### src/rtl/kwms_ram.sv
// kwms_ram: generic single-write, single-read synchronous RAM with a
// registered read port. No dependencies.
module kwms_ram #(
  parameter int WIDTH = 8,
  parameter int DEPTH = 16
) (
  input  logic                     clk,
  input  logic                     we,
  input  logic [$clog2(DEPTH)-1:0] waddr,
  input  logic [WIDTH-1:0]         wdata,
  input  logic                     re,
  input  logic [$clog2(DEPTH)-1:0] raddr,
  output logic [WIDTH-1:0]         rdata
);

  logic [WIDTH-1:0] mem [DEPTH];

  always_ff @(posedge clk) begin
    if (we) begin
      mem[waddr] <= wdata;
    end
    if (re) begin
      rdata <= mem[raddr];
    end
  end

endmodule

### config.mk
export PLATFORM = sky130hd
export DESIGN_NAME = kwms_ram
export DESIGN_NICKNAME = d
export VERILOG_FILES = /design/src/rtl/kwms_ram.sv
export SDC_FILE = /design/constraint.sdc
export NUM_CORES = 1
export LEC_CHECK = 0
export BUFFER_PORTS_ARGS = -buffer_cell sky130_fd_sc_hd__clkbuf_2
export CORE_UTILIZATION = 50
export CTS_CLUSTER_SIZE = 30
export DETAILED_ROUTE_END_ITERATION = 7
export PLACE_DENSITY = 0.67
export SETUP_SLACK_MARGIN = 0.3
export SYNTH_ARGS = -nofsm -noshare
export SYNTH_HDL_FRONTEND = slang
export SYNTH_SLANG_ARGS = --single-unit
### constraint.sdc
create_clock -name clk -period 3.97 [get_ports clk]
set_input_delay 0.794 -clock clk [delete_from_list [all_inputs] [get_ports clk]]
set_output_delay 0.794 -clock clk [all_outputs]
set_load 0.005 [all_outputs]
==> flow_summary_export.csv, run 1 <==
group,metric,value,unit
global_routing,use_met1,0.297,
detailed_routing,drc,0,
synth,ys_types,18,
worst_setup_path,cp.arrival,2.41,ns
worst_setup_path,crit_chain,"clkbuf_2 -> buf_4 -> mux4_1 -> a22oi_1 -> nand2_1",
clocking,cts_max_level,4,
floorplanning,die_h,104,um
timing,fin_crit,2.14,ns
power_and_ir_drop,p_seq_frac,0.502,
floorplanning,core-area,0.00995,mm2
detailed_routing,num_vias,2458,
power_and_ir_drop,p_clk_frac,0.455,
placement,post_dp_cell_area,0.00550,mm2
power_and_ir_drop,p_per_area,535,mW/mm2
timing,hold_viol_final,0,
worst_setup_path,r2r-end,"rdata[2]",
clocking,clockBufferDepth,2,
clocking,cts_root_buffer,"clkbuf_8",
worst_setup_path,regToRegStartpoint,"mem[1][2]",
worst_setup_path,reg2reg_depth,3,
worst_setup_path,crit_path_end_kind,"flop",
timing,max_freq,467,MHz
detailed_routing,wl_per_cell,23.8,um
power_and_ir_drop,p_leak,2.03,nW
detailed_routing,via_per_inst,5.89,
synth,syn-cell-area,0.00523,mm2
power_and_ir_drop,p_sw_frac,0.192,
power_and_ir_drop,p_comb_frac,0.043,
global_routing,grt_pass1_vias,2496,
floorplanning,initial_core_util,0.525,
global_routing,grt_util_met2,0.288,
clocking,clock_latency,0.52,ns
timing,fin_crit_sh,0.539,
worst_setup_path,path_class,"primary input to flop",
global_routing,grt_busiest_layer,"met1",
finish,mostFrequentLayoutCells,"edfxtp_1, clkbuf_2, mux4_2, a22oi_1, clkbuf_16",
synth,syn_inst,229,
flow_run,maxCapViolations,0,
global_routing,grtUsageMet3,0.0495,
worst_setup_path,slowest_stage,"mux4_1",
synth,ys_seq_area_frac,0.781,
synth,synth_nets,248,
power_and_ir_drop,switching_power,0.000623,W
power_and_ir_drop,power.internal,0.00262,W
global_routing,grt_usage,0.204,
clocking,cts_tree,"built",
worst_hold_path,hold_path_depth,1,
floorplanning,dieWidth,104,um
clocking,cts_buffers,17,
global_routing,grt_max_degree,33,
clocking,clk_pin_slew_worst_paths,0.06,ns
run_status,status,"finished, final reports clean",
clocking,post_cts_buffers,0,
synth,yosysWarnings,0,
clocking,cts.sinks,136,
worst_setup_path,r2r_slack,2.49,ns
finish,fin_area,0.00605,mm2
worst_setup_path,crit_fanout,13,
timing,fin_tns_setup,0,ns
worst_setup_path,startpoint_type,"primary input",
finish,num_antenna_cells,0,
timing,clock_skew,0.00444,ns
clocking,cts_hold_buf,0,
worst_hold_path,hold_class,"primary input to flop",
worst_setup_path,crit_path_max_incr_delay,0.58,ns
timing,tightest_slew,1.04,ns
timing,slew-limit-headroom,0.301,
worst_setup_path,crit_family,"buffers and inverters",
timing,rsz0062_at_grt,"false",
worst_hold_path,hold_end,"mem[12][6]",
finish,syn2layout_area_growth,15.8,%
timing,slew_viol_final,0,
detailed_routing,postRouteAntennaNets,0,
floorplanning,core.rowCount,36,
finish,fin_nets,291,
placement,hpwlAfterDp,5970,um
synth,ys_ff_latch,136,
detailed_routing,drt_iter0_drc,262,
worst_hold_path,worstHoldStart,"wdata[6]",
clocking,cts_resized,0,
timing,setup_viol,0,
synth,synthDominantCellAreaShare,0.781,
synth,syn_avg_cell_area,22.8,um2
placement,finalWeightedCongestion,0.706,
global_routing,grt_pass1_wl,15200,um
floorplanning,ios,27,
floorplanning,design.die.area,0.0109,mm2
finish,final_common_cell,"edfxtp_1",
detailed_routing,wl,9910,um
placement,io_buffers,26,
finish,final_core_util,0.608,
worst_setup_path,crit_buf_inv,2,
detailed_routing,firstDrtPassIters,5,
global_routing,grt_antenna_before_repair,0,
global_routing,grt-ovfl-total,0,
synth,ys_top_cells_by_area,"edfxtp_1, mux4_2, mux4_1, a22oi_1, nor2_1",
power_and_ir_drop,irDropWorstVdd,266,uV
finish,drive_gt1_frac,0.278,
synth,synth_area_leader_cell,"edfxtp_1",
worst_setup_path,cp.required,4.24,ns
==> metrics by stage <==
step	setup slack (ns)	std cells	power [W]	hold slack [ns]
after floorplan	1.68	229	0.00174	0.705
after global placement	1.29	386	0.00179	0.732
after detailed placement	1.28	386	0.00180	0.742
after CTS	1.82	417	0.00326	0.647
after global routing	1.71	417	0.00333	0.678
final	1.83	417	0.00324	0.658
==> cell families (layout without fill, tap and decap cells) <==
logic type,Yosys count,count (layout),share of synthesized area
AO/OA/AOI/OAI,16,16,0.0230
buffers and inverters,10,65,0.0165
flip-flops,136,136,0.781
multiplexers,32,32,0.148
AND/OR/NAND/NOR,35,35,0.0314
==> cell usage after synthesis <==
cell type        instances
nor2b_1                  1
or3b_2                   1
and2_1                   1
nor2_1                  13
buf_4                    1
and2b_1                  1
buf_6                    3
edfxtp_1               136
nand3b_1                 2
mux4_2                  18
clkdlybuf4s25_2          3
mux4_1                  14
nor3_1                   4
nand3_1                  1
buf_2                    3
nand2_1                  9
a22oi_1                 16
nand2b_1                 2
==> worst reg2reg max path, cell delays in order (launching register included) <==
cell	delay (ns)
edfxtp_1	0.37
mux4_1	0.51
a22oi_1	0.24
nand2_1	0.11
==> sequential cells by signal, summed over array words and instances, names as in the netlist <==
register  cells
mem         128
rdata         8
==> layer usage <==
layer | up-vias | routed length (um)
li1 | 1073 | -
met1 | 1258 | 4240
met2 | 107 | 4580
met3 | 20 | 810
met4 | 0 | 274
met5 | - | 0
==> how the worst max path moves through the flow <==
stage | startpoint | endpoint | depth (start not counted)
after floorplan | waddr[2] | mem[0][0] | 2
after global placement | raddr[0] | rdata[5] | 5
after detailed placement | raddr[0] | rdata[5] | 5
after CTS | raddr[0] | rdata[1] | 5
after global routing | raddr[0] | rdata[3] | 5
final | raddr[0] | rdata[1] | 5
==> power groups by stage <==
stage / registers (W) / logic, W / clock network (W)
2_1_floorplan: 0.00165 / 0.0000816 / 0
3_3_place_gp: 0.00165 / 0.000138 / 0
3_5_place_dp: 0.00166 / 0.000140 / 0
4_1_cts: 0.00163 / 0.000141 / 0.00149
5_1_grt: 0.00163 / 0.000151 / 0.00155
6_report: 0.00163 / 0.000139 / 0.00147
==> cell type report <==
type	instances	area [um2]
multi-input combinational	83	1060
sequential	136	4080
tap	133	166
fill	703	3900
clock buffer	19	422
timing repair buffer	34	190
clock inverter	12	134
No activity file was read; power rests on OpenSTA's default activity.
==> inputs of run 2 (changes only) <==
ABC_AREA = 1   (was unset)
clock period = 2 ns   (was 3.97 ns; I/O delays follow)
==> flow_summary_export.csv, run 2 <==
group,metric,value,unit
run_status,status,"finished, final reports clean",
worst_setup_path,regToRegStartpoint,"mem[5][4]",
synth,synth_ff_type,"edfxtp_1",
floorplanning,core.rowCount,39,
floorplanning,design.die.area,0.0121,mm2
timing,fin_crit_sh,0.696,
synth,synthDominantCellAreaShare,0.698,
finish,fin_nets,611,
floorplanning,die_h,110,um
clocking,cts_buffers,17,
detailed_routing,postRouteAntennaNets,0,
worst_setup_path,endpoint,"rdata[6]",
synth,ys_top_cells_by_area,"edfxtp_1, nand2_1, nand3_1, inv_1, buf_6",
worst_setup_path,path_class,"flop to output pin",
worst_setup_path,crit_chain,"clkbuf_2",
finish,largest_register,"mem",
synth,synth_area_leader_cell,"edfxtp_1",
power_and_ir_drop,p_per_area,990,mW/mm2
timing,whs,0.417,ns
clocking,cts_max_level,4,
floorplanning,ios,27,
global_routing,grt-ovfl-total,0,
floorplanning,core-area,0.0114,mm2
detailed_routing,wl_per_cell,17.1,um
global_routing,grtUsageMet3,0.0435,
flow_run,maxCapViolations,0,
global_routing,grt_util_met2,0.367,
global_routing,grt_busiest_layer,"met2",
placement,io_buffers,26,
detailed_routing,drt_iter0_drc,376,
synth,ys_seq_area_frac,0.698,
clocking,cts_hold_buf,0,
placement,finalWeightedCongestion,0.862,
global_routing,grt_pass1_vias,3687,
worst_setup_path,critPathLaunch,"rdata[6]",
worst_setup_path,crit_family,"flip-flops",
synth,synth_common_cells,"nand2_1, edfxtp_1, inv_1, nand3_1, nor2_1",
clocking,clock_latency,0.41,ns
power_and_ir_drop,p_seq_frac,0.484,
power_and_ir_drop,irDropWorstVdd,493,uV
clocking,cts_root_buffer,"clkbuf_16",
timing,hold_viol_final,0,
power_and_ir_drop,p_sw_frac,0.212,
detailed_routing,drc,0,
timing,rsz0062_at_grt,"false",
synth,synth-edff-count,136,
worst_setup_path,crit_buf_inv,1,
worst_setup_path,cp.required,1.60,ns
power_and_ir_drop,power.internal,0.00526,W
worst_setup_path,crit_path_max_incr_delay,0.44,ns
synth,ys_types,11,
timing,fin_tns_setup,0,ns
synth,syn_inst,551,
finish,final_common_cell,"nand2_1",
synth,yosysWarnings,0,
worst_setup_path,crit_path_end_kind,"output pin",
timing,slew-limit-headroom,0.567,
power_and_ir_drop,switching_power,0.00142,W
detailed_routing,firstDrtPassIters,5,
worst_setup_path,cp.arrival,0.99,ns
worst_setup_path,r2r-end,"rdata[4]",
worst_setup_path,slowest_stage,"edfxtp_1",
finish,drive_gt1_frac,0.126,
timing,tightest_slew,0.649,ns
floorplanning,initial_core_util,0.512,
clocking,post_cts_buffers,0,
synth,synth_nets,570,
finish,largest_reg_flops,128,
detailed_routing,wl,12800,um
worst_hold_path,hold_class,"primary input to flop",
floorplanning,dieWidth,110,um
clocking,cts.sinks,136,
detailed_routing,via_per_inst,5.25,
timing,clock_skew,0.00691,ns
finish,top_regs,"mem (128), rdata (8)",
global_routing,use_met1,0.322,
global_routing,grt_antenna_before_repair,0,
global_routing,grt_pass1_wl,19700,um
synth,synth.most_common_cell,"nand2_1",
worst_setup_path,r2r_slack,0.82,ns
power_and_ir_drop,p_leak,2.93,nW
synth,ys_ff_latch,136,
power_and_ir_drop,p_comb_frac,0.057,
clocking,clk_pin_slew_worst_paths,0.06,ns
timing,max_freq,719,MHz
synth,syn-cell-area,0.00585,mm2
finish,mostFrequentLayoutCells,"nand2_1, edfxtp_1, inv_1, nand3_1, clkbuf_2",
clocking,cts_tree,"built",
worst_setup_path,worst-path-stages,1,
clocking,cts_resized,0,
power_and_ir_drop,p_clk_frac,0.458,
worst_setup_path,reg2reg_depth,6,
synth,syn_avg_cell_area,10.6,um2
timing,setup_viol,0,
finish,syn2layout_area_growth,15.4,%
global_routing,grt_max_degree,65,
finish,num_antenna_cells,0,
timing,slew_viol_final,0,
placement,hpwlAfterDp,7680,um
global_routing,grt_usage,0.232,
worst_setup_path,crit_fanout,1,
clocking,clockBufferDepth,2,
timing,fin_crit,1.39,ns
synth,synthArstFlopShare,0,
detailed_routing,num_vias,3924,
worst_setup_path,startpoint_type,"flop",
==> run 2: cell count changes in the layout (fill, tap and decap cells not counted), moves of 4 or more <==
cell | before | now
nand2_1 | 9 | 173
buf_4 | 8 | 18
nor2_1 | 13 | 17
mux4_1 | 14 | 0
inv_1 | 0 | 100
a22oi_1 | 16 | 0
nand3_1 | 1 | 97
mux4_2 | 18 | 0
nor3_1 | 4 | 0
==> run 2: final cells by class <==
class	count	area, um2
fillers	943	4670
clock buffers	17	425
clock inverters	14	158
well taps	143	179
flip-flops and latches	136	4080
multi-input cells	289	1210
inverters	102	383
repair buffers	46	305
==> run 2: logic make-up after synthesis <==
| group | synth area share |
|---|---|
| buffers and inverters | 0.0939 |
| and+or+nand+nor | 0.208 |
| DFF | 0.698 |
==> run 2: routing by layer <==
metal / routed length (um) / share of wire / vias up
li1: - / - / 1872
met1: 5640 / 0.44 / 1882
met2: 6100 / 0.48 / 152
met3: 857 / 0.067 / 18
met4: 197 / 0.015 / 0
met5: 0 / 0 / -
==> run 2: worst min-delay path by stage <==
stage	startpoint	endpoint	slack [ns]	cells after the start
floorplan	wdata[0]	mem[0][0]	0.50	0
finish	re	rdata[7]	0.42	1
global placement	mem[12][1]	rdata[1]	0.73	6
global route	re	rdata[7]	0.41	1
detailed placement	mem[12][1]	rdata[1]	0.75	6
CTS	re	rdata[7]	0.40	1
==> run 2: metrics by stage <==
stage	total power (W)	area [um2]	std cells	utilization	worst slack [ns]
finish	0.00668	6750	747	0.591	0.609
global route	0.00687	6750	747	0.591	0.588
CTS	0.00671	6750	747	0.591	0.612
detailed placement	0.00367	6160	716	0.540	0.318
global placement	0.00367	6160	716	0.540	0.320
floorplan	0.00351	5850	551	-	0.649
==> run 2: power groups by stage <==
stage / clock network, W / registers, W / logic [W]
after detailed placement: 0 / 0.00329 / 0.000380
after CTS: 0.00310 / 0.00323 / 0.000383
final: 0.00306 / 0.00323 / 0.000382
after global routing: 0.00321 / 0.00324 / 0.000424
after global placement: 0 / 0.00329 / 0.000375
after floorplan: 0 / 0.00329 / 0.000225
==> inputs of run 3 (changes only) <==
ABC_AREA = 0   (was 1)
clock period = 1.46 ns   (was 2 ns; I/O delays follow)
==> flow_summary_export.csv, run 3 (synthesized netlist as in run 1, its figures left out) <==
group,metric,value,unit
run_status,status,"finished, final reports clean",
detailed_routing,wl,10100,um
timing,rsz0062_at_grt,"true",
power_and_ir_drop,p_sw_frac,0.202,
finish,fin_area,0.00644,mm2
worst_setup_path,crit_fanout,1,
timing,fin_crit,1.44,ns
detailed_routing,drt_iter0_drc,214,
detailed_routing,drc,0,
floorplanning,core-area,0.00995,mm2
floorplanning,core.rowCount,36,
global_routing,grt_usage,0.209,
power_and_ir_drop,p_comb_frac,0.054,
finish,final_common_cell,"edfxtp_1",
worst_setup_path,path_class,"flop to flop",
detailed_routing,firstDrtPassIters,5,
clocking,cts_max_level,4,
finish,num_antenna_cells,0,
global_routing,grt_antenna_before_repair,0,
flow_run,maxCapViolations,0,
timing,fin_crit_sh,0.987,
global_routing,grt_max_degree,20,
floorplanning,die_h,104,um
finish,top_regs,"mem (128), rdata (8)",
finish,largest_register,"mem",
worst_setup_path,cp.required,1.73,ns
floorplanning,ios,27,
power_and_ir_drop,power.internal,0.00719,W
detailed_routing,via_per_inst,5.77,
clocking,cts_tree,"built",
power_and_ir_drop,switching_power,0.00182,W
worst_setup_path,startpoint_type,"flop",
finish,drive_gt1_frac,0.445,
timing,hold_viol_final,0,
worst_setup_path,crit_path_end_kind,"flop",
power_and_ir_drop,p_clk_frac,0.455,
detailed_routing,wl_per_cell,23.4,um
finish,seq_area,0.00408,mm2
timing,setup_viol,0,
timing,tightest_slew,0.857,ns
power_and_ir_drop,p_leak,2.11,nW
clocking,cts_root_buffer,"clkbuf_8",
finish,filler_cell_count,644,
placement,io_buffers,26,
detailed_routing,num_vias,2492,
timing,slew_viol_final,0,
placement,finalWeightedCongestion,0.689,
finish,largest_reg_flops,128,
clocking,cts_hold_buf,0,
floorplanning,initial_core_util,0.525,
floorplanning,design.die.area,0.0109,mm2
power_and_ir_drop,p_seq_frac,0.491,
detailed_routing,postRouteAntennaNets,0,
finish,fin_cells,432,
power_and_ir_drop,irDropWorstVdd,638,uV
clocking,clockBufferDepth,2,
placement,hpwlAfterDp,6580,um
finish,syn2layout_area_growth,23.2,%
power_and_ir_drop,p_per_area,1400,mW/mm2
timing,max_freq,694,MHz
clocking,cts_buffers,17,
timing,slew-limit-headroom,0.427,
floorplanning,dieWidth,104,um
clocking,clock_latency,0.52,ns
clocking,cts.sinks,136,
timing,clock_skew,0.00672,ns
clocking,clk_pin_slew_worst_paths,0.06,ns
worst_hold_path,hold_class,"primary input to flop",
finish,fin_nets,305,
worst_setup_path,cp.arrival,1.71,ns
finish,multiInputGateArea,0.00117,mm2
finish,mostFrequentLayoutCells,"edfxtp_1, mux4_2, clkbuf_2, clkbuf_16",
global_routing,grt-ovfl-total,0,
global_routing,grt_pass1_vias,2676,
global_routing,grt_pass1_wl,15800,um
placement,post_dp_cell_area,0.00584,mm2
placement,dp.cells,400,
==> run 3: cell count changes in the layout (fill, tap and decap cells not counted), moves of 4 or more <==
cell,change
mux4_2,+32
nor2_1,-16
clkbuf_2,-4
buf_2,+4
nor3_4,+4
a22oi_2,+6
nand2_1,-164
buf_12,+10
buf_4,-8
nor2_4,+12
a22oi_1,+10
inv_1,-100
nand3_1,-96
==> run 3: worst max-delay path, cell delays in order, from the launching register on <==
cell      delay, ns
edfxtp_1       0.38
mux4_2         0.50
a22oi_2        0.22
nand2_1        0.08
==> run 3: timing repair <==
action,4_1_cts,5_1_grt
pin swaps,1,0
setup endpoints to repair,16,16
setup buffers,0,0
resized for setup,5,6
==> run 3: per-stage QoR <==
step           utilization  setup TNS [ns]  power (W)  setup slack, ns  hold slack, ns
6_report             0.647               0    0.00901           0.0195           0.186
5_1_grt              0.647         -0.0341    0.00929          -0.0200           0.162
4_1_cts              0.646               0    0.00907          0.00556           0.161
3_5_place_dp         0.587           -4.09    0.00499           -0.385           0.698
3_3_place_gp         0.587           -3.39    0.00497           -0.346           0.693
2_1_floorplan            -          -0.248    0.00476          -0.0324           0.391
==> run 3: routing by layer <==
layer  share of wire  global-route usage
met5               0                   0
met4           0.013              0.0867
met3           0.063              0.0658
met2            0.52               0.325
met1            0.41               0.277
==> run 3: path summary, 6_finish.rpt <==
| path | startpoint | cells past startpoint | slack, ns | end |
|---|---|---|---|---|
| setup reg to reg | mem[11][5] | 3 | 0.02 | rdata[5] |
| hold / removal | re | 1 | 0.19 | rdata[7] |
| hold reg to reg | mem[2][1] | 3 | 0.76 | rdata[1] |
| setup / recovery | mem[11][5] | 3 | 0.02 | rdata[5] |
==> run 3: final cells by class <==
type                            instances  area share
Clock buffer                           17      0.0643
Timing Repair Buffer                   48      0.0691
Tap cell                              133      0.0258
Sequential cell                       136       0.634
Multi-Input combinational cell         83       0.182
Clock inverter                         15      0.0249
==> run 3: power by group through the flow <==
stage / Sequential, W / Combinational [W] / Clock [W]
after floorplan: 0.00450 / 0.000265 / 0
after global placement: 0.00450 / 0.000470 / 0
after detailed placement: 0.00451 / 0.000480 / 0
after CTS: 0.00443 / 0.000489 / 0.00415
after global routing: 0.00443 / 0.000520 / 0.00434
final: 0.00443 / 0.000485 / 0.00410
